### src/hw/rtl/bffa_pkg.sv
// bffa_pkg: shared codes, register defaults and struct types of the bucket allocator
// no dependencies; imported by every rtl module of the block but bffa_ram, and by its checker
package bffa_pkg;

    // operation codes carried in the input item
    localparam logic [1:0] OP_ADD     = 2'd0;
    localparam logic [1:0] OP_REMOVE  = 2'd1;
    localparam logic [1:0] OP_ADVANCE = 2'd2;

    // result status codes
    localparam logic [1:0] ST_OK         = 2'd0;
    localparam logic [1:0] ST_FULL       = 2'd1;
    localparam logic [1:0] ST_BAD_REMOVE = 2'd2;

    // configuration register map (index taken from paddr[2])
    localparam int         APB_ADDR_W   = 3;
    localparam logic       REG_CAPACITY = 1'b0;
    localparam logic       REG_GROWTH   = 1'b1;

    localparam logic [7:0] CAPACITY_RESET = 8'd32;
    localparam logic [4:0] GROWTH_RESET   = 5'd4;
    localparam logic [4:0] GROWTH_MAX     = 5'd16;

    // effective configuration as seen by the controller
    typedef struct packed {
        logic [7:0] capacity;   // never zero
        logic [4:0] growth;     // 1 to 16
    } cfg_t;

    // one result item
    typedef struct packed {
        logic [13:0] total;
        logic [5:0]  fill;
        logic [5:0]  assigned;
        logic [1:0]  status;
    } res_t;

endpackage

### src/hw/rtl/bffa_ram.sv
// bffa_ram: generic simple dual-port ram, one write and one registered read port
// depends on nothing
module bffa_ram #(
    parameter int WIDTH = 8,
    parameter int DEPTH = 64
) (
    input  logic                     clk,
    input  logic                     we,
    input  logic [$clog2(DEPTH)-1:0] waddr,
    input  logic [WIDTH-1:0]         wdata,
    input  logic [$clog2(DEPTH)-1:0] raddr,
    output logic [WIDTH-1:0]         rdata
);

    logic [WIDTH-1:0] mem [DEPTH];
    logic [WIDTH-1:0] rdata_reg;

    always_ff @(posedge clk)
    begin
        if (we)
        begin
            mem[waddr] <= wdata;
        end
        rdata_reg <= mem[raddr];
    end

    assign rdata = rdata_reg;

endmodule

### src/hw/rtl/bffa_regs.sv
// bffa_regs: apb configuration registers (bucket capacity, growth step)
// depends on bffa_pkg; hands the clamped values to the controller as a cfg_t
module bffa_regs
    import bffa_pkg::*;
(
    input  logic                  clk,
    input  logic                  rst_n,
    input  logic                  psel,
    input  logic                  penable,
    input  logic                  pwrite,
    input  logic [APB_ADDR_W-1:0] paddr,
    input  logic [31:0]           pwdata,
    output logic [31:0]           prdata,
    output logic                  pready,
    output cfg_t                  cfg
);

    logic [7:0] capacity_reg;
    logic [4:0] growth_reg;
    logic       wr_en;

    assign pready = 1'b1;
    assign wr_en  = psel && penable && pwrite && pready;

    always_ff @(posedge clk or negedge rst_n)
    begin
        if (!rst_n)
        begin
            capacity_reg <= CAPACITY_RESET;
            growth_reg   <= GROWTH_RESET;
        end
        else if (wr_en)
        begin
            if (paddr[2] == REG_CAPACITY)
            begin
                capacity_reg <= pwdata[7:0];
            end
            else
            begin
                growth_reg <= pwdata[4:0];
            end
        end
    end

    always_comb
    begin
        if (paddr[2] == REG_GROWTH)
        begin
            prdata = {27'd0, growth_reg};
        end
        else
        begin
            prdata = {24'd0, capacity_reg};
        end
    end

    // zero capacity acts as one, growth clamps to 1..16
    always_comb
    begin
        cfg.capacity = (capacity_reg == 8'd0) ? 8'd1 : capacity_reg;
        if (growth_reg == 5'd0)
        begin
            cfg.growth = 5'd1;
        end
        else if (growth_reg inside {[5'd17:5'd31]})
        begin
            cfg.growth = GROWTH_MAX;
        end
        else
        begin
            cfg.growth = growth_reg;
        end
    end

endmodule

### src/hw/rtl/bffa_ctrl.sv
// bffa_ctrl: allocation sequencer around the occupancy ram (read, modify, write back)
// depends on bffa_pkg and bffa_ram
module bffa_ctrl
    import bffa_pkg::*;
#(
    parameter int MAX_BUCKETS = 64
) (
    input  logic       clk,
    input  logic       rst_n,
    input  cfg_t       cfg,
    input  logic       in_valid,
    output logic       in_ready,
    input  logic [1:0] opcode,
    input  logic [5:0] bucket_id,
    output logic       res_valid,
    input  logic       res_ready,
    output res_t       res
);

    localparam int AW = $clog2(MAX_BUCKETS);
    localparam int CW = $clog2(MAX_BUCKETS + 1);
    localparam int SW = ((CW > 5) ? CW : 5) + 1;
    localparam int XW = (CW > 6) ? CW : 6;

    typedef enum logic [2:0] {
        S_IDLE,
        S_ADD_CHK,
        S_ADD_WR,
        S_SEEK,
        S_CLEAR,
        S_RM_CHK,
        S_DONE
    } state_t;

    state_t        state_reg;
    logic [CW-1:0] open_reg;
    logic [AW-1:0] fill_reg;
    logic [13:0]   total_reg;
    logic [AW-1:0] cp_reg;
    logic [CW-1:0] scan_reg;
    logic          pend_reg;
    logic [AW-1:0] pidx_reg;
    logic [AW-1:0] clr_reg;
    logic [7:0]    occ_reg;
    logic [5:0]    bid_reg;
    logic          post_reg;
    logic [1:0]    status_reg;
    logic [5:0]    assigned_reg;

    logic          ram_we;
    logic [AW-1:0] ram_waddr;
    logic [7:0]    ram_wdata;
    logic [AW-1:0] ram_raddr;
    logic [7:0]    ram_rdata;

    logic [SW-1:0] grown_sum;
    logic [CW-1:0] grown_open;
    logic          can_grow;
    logic [CW-1:0] seek_start;
    logic          seek_hit;
    logic          seek_more;
    logic [7:0]    occ_inc;
    logic          clr_last;
    logic          rm_ok;
    logic          bid_open;
    logic [CW-1:0] cp_inc;

    bffa_ram #(
        .WIDTH (8),
        .DEPTH (MAX_BUCKETS)
    ) u_occ_ram (
        .clk   (clk),
        .we    (ram_we),
        .waddr (ram_waddr),
        .wdata (ram_wdata),
        .raddr (ram_raddr),
        .rdata (ram_rdata)
    );

    // growth: open up to cfg.growth buckets, capped at the table size
    assign grown_sum  = SW'(open_reg) + SW'(cfg.growth);
    assign grown_open = (grown_sum > SW'(MAX_BUCKETS)) ? CW'(MAX_BUCKETS) : CW'(grown_sum);
    assign can_grow   = open_reg < CW'(MAX_BUCKETS);

    assign seek_start = CW'(fill_reg) + CW'(1);
    assign seek_hit   = pend_reg && (ram_rdata < cfg.capacity);
    assign seek_more  = scan_reg < open_reg;
    assign occ_inc    = occ_reg + 8'd1;
    assign clr_last   = (CW'(clr_reg) + CW'(1)) == open_reg;
    assign rm_ok      = ram_rdata != 8'd0;
    assign bid_open   = XW'(bucket_id) < XW'(open_reg);
    assign cp_inc     = CW'(cp_reg) + CW'(1);

    always_comb
    begin
        case (state_reg)
            S_IDLE:  ram_raddr = (opcode == OP_REMOVE) ? AW'(bucket_id) : fill_reg;
            S_SEEK:  ram_raddr = AW'(scan_reg);
            default: ram_raddr = fill_reg;
        endcase
    end

    always_comb
    begin
        ram_we    = 1'b0;
        ram_waddr = fill_reg;
        ram_wdata = occ_inc;
        case (state_reg)
            S_CLEAR:
            begin
                ram_we    = 1'b1;
                ram_waddr = clr_reg;
                ram_wdata = 8'd0;
            end
            S_ADD_WR:
            begin
                ram_we    = 1'b1;
            end
            S_RM_CHK:
            begin
                ram_we    = rm_ok;
                ram_waddr = AW'(bid_reg);
                ram_wdata = ram_rdata - 8'd1;
            end
            default:
            begin
                ram_we    = 1'b0;
            end
        endcase
    end

    always_ff @(posedge clk or negedge rst_n)
    begin
        if (!rst_n)
        begin
            state_reg    <= S_IDLE;
            open_reg     <= '0;
            fill_reg     <= '0;
            total_reg    <= '0;
            cp_reg       <= '0;
            scan_reg     <= '0;
            pend_reg     <= 1'b0;
            pidx_reg     <= '0;
            clr_reg      <= '0;
            occ_reg      <= '0;
            bid_reg      <= '0;
            post_reg     <= 1'b0;
            status_reg   <= ST_OK;
            assigned_reg <= '0;
        end
        else
        begin
            case (state_reg)
                S_IDLE:
                begin
                    if (in_valid)
                    begin
                        bid_reg      <= bucket_id;
                        status_reg   <= ST_OK;
                        assigned_reg <= '0;
                        post_reg     <= 1'b0;
                        case (opcode)
                            OP_ADD:
                            begin
                                if (open_reg == '0)
                                begin
                                    // first add opens the first group
                                    fill_reg  <= AW'(open_reg);
                                    clr_reg   <= AW'(open_reg);
                                    open_reg  <= grown_open;
                                    state_reg <= S_CLEAR;
                                end
                                else
                                begin
                                    state_reg <= S_ADD_CHK;
                                end
                            end
                            OP_REMOVE:
                            begin
                                if (bid_open)
                                begin
                                    state_reg <= S_RM_CHK;
                                end
                                else
                                begin
                                    status_reg <= ST_BAD_REMOVE;
                                    state_reg  <= S_DONE;
                                end
                            end
                            OP_ADVANCE:
                            begin
                                cp_reg       <= (cp_inc >= open_reg) ? '0 : AW'(cp_inc);
                                assigned_reg <= (cp_inc >= open_reg) ? 6'd0 : 6'(cp_inc);
                                state_reg    <= S_DONE;
                            end
                            default:
                            begin
                                state_reg <= S_DONE;
                            end
                        endcase
                    end
                end
                S_ADD_CHK:
                begin
                    if (ram_rdata < cfg.capacity)
                    begin
                        occ_reg   <= ram_rdata;
                        state_reg <= S_ADD_WR;
                    end
                    else
                    begin
                        // fill bucket already full: seek before the add
                        scan_reg  <= seek_start;
                        pend_reg  <= 1'b0;
                        state_reg <= S_SEEK;
                    end
                end
                S_ADD_WR:
                begin
                    total_reg    <= total_reg + 14'd1;
                    assigned_reg <= 6'(fill_reg);
                    if (occ_inc >= cfg.capacity)
                    begin
                        post_reg  <= 1'b1;
                        scan_reg  <= seek_start;
                        pend_reg  <= 1'b0;
                        state_reg <= S_SEEK;
                    end
                    else
                    begin
                        state_reg <= S_DONE;
                    end
                end
                S_SEEK:
                begin
                    // one read issued per cycle, compared in the cycle after it is issued
                    if (seek_hit)
                    begin
                        fill_reg  <= pidx_reg;
                        occ_reg   <= ram_rdata;
                        state_reg <= post_reg ? S_DONE : S_ADD_WR;
                    end
                    else if (seek_more)
                    begin
                        pend_reg <= 1'b1;
                        pidx_reg <= AW'(scan_reg);
                        scan_reg <= scan_reg + CW'(1);
                    end
                    else if (can_grow)
                    begin
                        fill_reg  <= AW'(open_reg);
                        clr_reg   <= AW'(open_reg);
                        open_reg  <= grown_open;
                        state_reg <= S_CLEAR;
                    end
                    else
                    begin
                        if (!post_reg)
                        begin
                            status_reg <= ST_FULL;
                        end
                        state_reg <= S_DONE;
                    end
                end
                S_CLEAR:
                begin
                    // zero the newly opened buckets, one per cycle
                    clr_reg <= clr_reg + AW'(1);
                    if (clr_last)
                    begin
                        occ_reg   <= 8'd0;
                        state_reg <= post_reg ? S_DONE : S_ADD_WR;
                    end
                end
                S_RM_CHK:
                begin
                    if (rm_ok)
                    begin
                        total_reg <= total_reg - 14'd1;
                        if (XW'(bid_reg) < XW'(fill_reg))
                        begin
                            fill_reg <= AW'(bid_reg);
                        end
                    end
                    else
                    begin
                        status_reg <= ST_BAD_REMOVE;
                    end
                    state_reg <= S_DONE;
                end
                S_DONE:
                begin
                    if (res_ready)
                    begin
                        state_reg <= S_IDLE;
                    end
                end
                default:
                begin
                    state_reg <= S_IDLE;
                end
            endcase
        end
    end

    assign in_ready     = state_reg == S_IDLE;
    assign res_valid    = state_reg == S_DONE;
    assign res.status   = status_reg;
    assign res.assigned = assigned_reg;
    assign res.fill     = 6'(fill_reg);
    assign res.total    = total_reg;

endmodule

### src/hw/rtl/bucket_first_fit_allocator_unit.sv
// bucket_first_fit_allocator_unit: top level of the first-fit bucket allocator
// depends on bffa_pkg, bffa_regs, bffa_ctrl (with bffa_ram inside)
//
// from input accept to m_tvalid an item passes the sequencer states, then the output register:
//   advance, unknown opcode and out-of-range remove go straight to done; a remove reads its bucket first;
//   an add that leaves room in its bucket reads and writes back the fill bucket; an add that meets or
//   fills a full bucket adds a seek of one read per bucket scanned, and growth clears each bucket opened
// one item in flight at a time; the occupancy ram's single read port sets the pace
// rst_n is asynchronous, active low; buckets are zeroed as groups open, not at reset
module bucket_first_fit_allocator_unit
    import bffa_pkg::*;
#(
    parameter int MAX_BUCKETS = 64
) (
    input  logic                  clk,
    input  logic                  rst_n,
    // input item
    input  logic                  s_tvalid,
    output logic                  s_tready,
    input  logic [7:0]            s_tdata,   // [5:0] bucket_id, [7:6] zero
    input  logic [1:0]            s_tuser,   // [1:0] opcode
    // result item
    output logic                  m_tvalid,
    input  logic                  m_tready,
    output logic [31:0]           m_tdata,   // [5:0] assigned_bucket, [11:6] fill_bucket,
                                             // [25:12] connection_total, [31:26] zero
    output logic [1:0]            m_tuser,   // [1:0] status
    // configuration
    input  logic                  psel,
    input  logic                  penable,
    input  logic                  pwrite,
    input  logic [APB_ADDR_W-1:0] paddr,
    input  logic [31:0]           pwdata,
    output logic [31:0]           prdata,
    output logic                  pready
);

    cfg_t cfg;
    res_t res;
    logic res_valid;
    logic res_ready;

    // output register: parts the sequencer from the downstream stall
    logic out_valid_reg;
    res_t out_reg;

    bffa_regs u_regs (
        .clk     (clk),
        .rst_n   (rst_n),
        .psel    (psel),
        .penable (penable),
        .pwrite  (pwrite),
        .paddr   (paddr),
        .pwdata  (pwdata),
        .prdata  (prdata),
        .pready  (pready),
        .cfg     (cfg)
    );

    bffa_ctrl #(
        .MAX_BUCKETS (MAX_BUCKETS)
    ) u_ctrl (
        .clk       (clk),
        .rst_n     (rst_n),
        .cfg       (cfg),
        .in_valid  (s_tvalid),
        .in_ready  (s_tready),
        .opcode    (s_tuser),
        .bucket_id (s_tdata[5:0]),
        .res_valid (res_valid),
        .res_ready (res_ready),
        .res       (res)
    );

    // a new result may load while the previous one is taken in the same cycle
    assign res_ready = !out_valid_reg || m_tready;

    always_ff @(posedge clk or negedge rst_n)
    begin
        if (!rst_n)
        begin
            out_valid_reg <= 1'b0;
            out_reg       <= '0;
        end
        else if (res_ready)
        begin
            out_valid_reg <= res_valid;
            if (res_valid)
            begin
                out_reg <= res;
            end
        end
    end

    assign m_tvalid = out_valid_reg;
    assign m_tuser  = out_reg.status;
    assign m_tdata  = {6'd0, out_reg.total, out_reg.fill, out_reg.assigned};

endmodule

### config.mk
export PLATFORM = sky130hd
export DESIGN_NAME = bucket_first_fit_allocator_unit
export DESIGN_NICKNAME = d
export VERILOG_FILES = /design/src/hw/rtl/bffa_pkg.sv /design/src/hw/rtl/bffa_ram.sv /design/src/hw/rtl/bffa_regs.sv /design/src/hw/rtl/bffa_ctrl.sv /design/src/hw/rtl/bucket_first_fit_allocator_unit.sv
export SDC_FILE = /design/constraint.sdc
export NUM_CORES = 1
export LEC_CHECK = 0
export BUFFER_PORTS_ARGS = -buffer_cell sky130_fd_sc_hd__buf_2
export CAP_MARGIN = 20
export CORE_AREA = 2 2 288 290
export CTS_CLUSTER_SIZE = 8
export DETAILED_ROUTE_END_ITERATION = 6
export DIE_AREA = 0 0 290 292
export REMOVE_ABC_BUFFERS = 1
export SETUP_SLACK_MARGIN = 0.3
export SLEW_MARGIN = 20
export SYNTH_ARGS = -nofsm -noshare
export SYNTH_HDL_FRONTEND = slang
export SYNTH_SLANG_ARGS = --single-unit
### constraint.sdc
create_clock -name clk -period 5 [get_ports clk]
set_clock_uncertainty 0.05 [all_clocks]
set_input_delay 0 -clock clk [delete_from_list [all_inputs] [get_ports clk]]
set_output_delay 0 -clock clk [all_outputs]
set_load 0.02 [all_outputs]
==> flow_metrics.py <==
metrics = {
    "min_path": {
        "hold_class": "in -> async",
    },
    "clock_network": {
        "cts_root_buf": "clkbuf_16",
        "cts_max_path_buffers": 3,
        "htree_levels": 3,
        "clk_pin_slew_worst_paths_ns": 0.05,
        "clk_latency_ns": 0.65,
        "cts_sinks": 641,
        "cts-buffers-inserted": 90,
        "post_cts_buffers": 0,
        "cts_tree": "done",
    },
    "finish": {
        "areaGrowthSynthToFinish_pct": 16.1,
        "final_cells": 3474,
        "layout-drive-gt1-share_pct": 13.4,
        "mostFrequentLayoutCells": "edfxtp_1, nand2_1, a21oi_1, nor2_1, dfrtp_1",
        "largest_reg_flops": 512,
        "final_common_cell": "edfxtp_1",
        "antenna_cells": 0,
        "fin_nets": 2472,
    },
    "die": {
        "io_pins": 121,
        "die-height_um": 292,
        "core-area_um2": 81600,
        "fp.dieW_um": 290,
        "die-area_um2": 84700,
        "start_util_pct": 34.8,
        "rows": 105,
    },
    "sta": {
        "hold_ws_ns": 0.0107,
        "setup_viol": 0,
        "relSlewSlack_pct": 30.1,
        "timing.final.crit_share_pct": 88.4,
        "finalCriticalPeriod_ns": 4.42,
        "timing.fmax_mhz": 226,
        "tightest_slew_ns": 1.05,
        "hold_viol_final": 0,
        "fin_setup_tns_ns": 0,
        "rsz0062_at_grt": "no",
        "slew_viol_final": 0,
    },
    "synth": {
        "synth_area_per_cell_um2": 12.9,
        "ys_ff_latch": 641,
        "syn_inst": 2206,
        "synth_edf_count": 512,
        "yosysSeqAreaShare_pct": 65.4,
        "synth-main-ff-cell": "edfxtp_1",
        "synth_cell_type_count": 80,
        "syn_area_um2": 28400,
        "yosysWarnings": 0,
        "async_flop_share_pct": 18.9,
    },
    "detailed_routing": {
        "drc_errors": 0,
        "routedWlPerCell_um": 21.7,
        "vias": 18837,
        "postRouteAntennaNets": 0,
        "drtIter0Drc": 1882,
        "wl_um": 75400,
        "vias_per_cell": 5.42,
        "dr.pass1.iters": 5,
    },
    "worst_setup_path": {
        "worstSetupStartpointType": "flop",
        "cp.arrival_ns": 4.64,
        "cp_max_fo": 18,
        "cp_top_family": "simple AND/OR/NAND/NOR gates",
        "cp_cell_sequence": "inv_1, nor2_1, nand2_1, o21ai_1, buf_4, a21oi_1, a211oi_1, nand2_1, nor2_1",
        "timing.critical_path.buf_inv": 2,
        "critical_path_class": "reg -> reg",
        "critPathMaxStageDelay_ns": 0.79,
        "cp_slowest_cell": "nor2_1",
        "crit_path_end_kind": "flop",
        "crit_required_ns": 5.22,
    },
    "global_route": {
        "grt_pass1_vias": 18430,
        "grt_pass1_wl_um": 114000,
        "gr-total-overflow": 0,
        "grt_max_degree": 74,
        "antenna_found_initial": 0,
        "grt_usage_pct": 17.5,
    },
    "pwr": {
        "peakVddDrop_v": 0.000344,
        "leakage_nw": 12.1,
        "p_per_area_nw_per_um2": 621,
    },
    "place": {
        "dp_cells": 3303,
        "gp_congestion": 0.939,
        "dpl.hpwl_um": 50000,
        "portBuffers": 61,
    },
    "job": {
        "maxCapViolCount": 0,
    },
    "run_status": {
        "status": "completed",
    },
}
[through the flow]
step / utilization, % / cell area, um2 / setup slack (ns) / power (mW)
6_report: 40.4 / 33000 / 0.579 / 20.5
5_1_grt: 40.4 / 33000 / 0.362 / 21.4
4_1_cts: 40.4 / 33000 / 0.684 / 20.5
3_5_place_dp: 36.9 / 30100 / 0.695 / 14.9
3_3_place_gp: 36.8 / 30000 / 0.586 / 14.6
2_1_floorplan: - / 27700 / -2.19 / 11.9
[cell type report]
cell class,instances,area [um2]
Multi-Input combinational cell,1406,9070
Inverter,56,226
Tap cell,1070,1340
Sequential cell,641,18600
Fill cell,7475,48600
Clock inverter,6,118
Timing Repair Buffer,162,1210
Clock buffer,133,2430
[path summary, 6_finish.rpt]
path / end / cells past startpoint / slack (ns) / start
max: u_ctrl.u_occ_ram.mem[0][6] / 9 / 0.58 / u_ctrl.state_reg[2]
min: m_tdata[10] / 2 / 0.01 / rst_n
max reg2reg: u_ctrl.u_occ_ram.mem[0][6] / 9 / 0.58 / u_ctrl.state_reg[2]
min reg2reg: u_ctrl.status_reg[1] / 1 / 0.44 / u_ctrl.status_reg[1]
min in group clk: u_regs.capacity_reg[6] / 3 / 0.11 / pwdata[6]
max in group asynchronous: u_regs.capacity_reg[1] / 3 / 3.65 / rst_n
[report_power, final]
| part | internal [mW] | switching (mW) |
|---|---|---|
| Sequential | 7.08 | 0.535 |
| Clock | 3.34 | 2.23 |
| Combinational | 2.40 | 4.90 |
[cell families after synthesis]
logic type / share of synthesized area, %
buffers and inverters: 3.43
XOR/XNOR: 1.23
AND/OR/NAND/NOR: 10.1
other: 0.0265
AO/OA/AOI/OAI: 10.7
adder cells (fa/ha/maj): 2.83
multiplexers: 6.21
flip-flops: 65.4
[cells in the mapped netlist (19+ instances only)]
| cell type | number | share of area [%] |
|---|---|---|
| dfrtp_1 | 119 | 10 |
| mux2_2 | 61 | 2.4 |
| nand2_1 | 294 | 3.9 |
| clkbuf_1 | 49 | 0.65 |
| nor3_1 | 24 | 0.42 |
| and3_1 | 32 | 0.71 |
| nor2_1 | 126 | 1.7 |
| buf_2 | 33 | 0.58 |
| buf_4 | 37 | 0.98 |
| edfxtp_1 | 512 | 54 |
| o21ai_0 | 112 | 2.0 |
| o22ai_1 | 27 | 0.59 |
| nand3_1 | 42 | 0.74 |
| ha_1 | 61 | 2.7 |
| inv_1 | 52 | 0.69 |
| a221oi_1 | 22 | 0.68 |
| nand4_1 | 23 | 0.51 |
| xnor2_1 | 24 | 0.74 |
| a21o_1 | 19 | 0.50 |
| a21oi_1 | 154 | 2.7 |
| mux2i_1 | 106 | 3.7 |
| a2111oi_0 | 25 | 0.77 |
[worst register-to-register path: cells and delay by family (launching register included)]
family	cells	cell delay, ns
and+or+nand+nor	4	2.11
AOI/OAI and AO/OA	3	0.90
DFF	1	0.54
buffers and inverters	2	0.44
[per-layer routing]
layer | up-vias | GRT usage (%) | wire [um]
met5 | - | 0 | 0
met4 | 0 | 6.36 | 2440
met3 | 171 | 3.30 | 5870
met2 | 819 | 28.8 | 35700
met1 | 9315 | 23.1 | 31400
li1 | 8532 | - | -
[what timing repair did]
| action | in CTS | in global routing |
|---|---|---|
| resized for setup | 0 | 1 |
| hold buffers | 32 | 0 |
| setup endpoints to repair | 0 | 1 |
| endpoints found under the hold margin | 103 | 0 |
No activity file was read; power rests on OpenSTA's default activity.
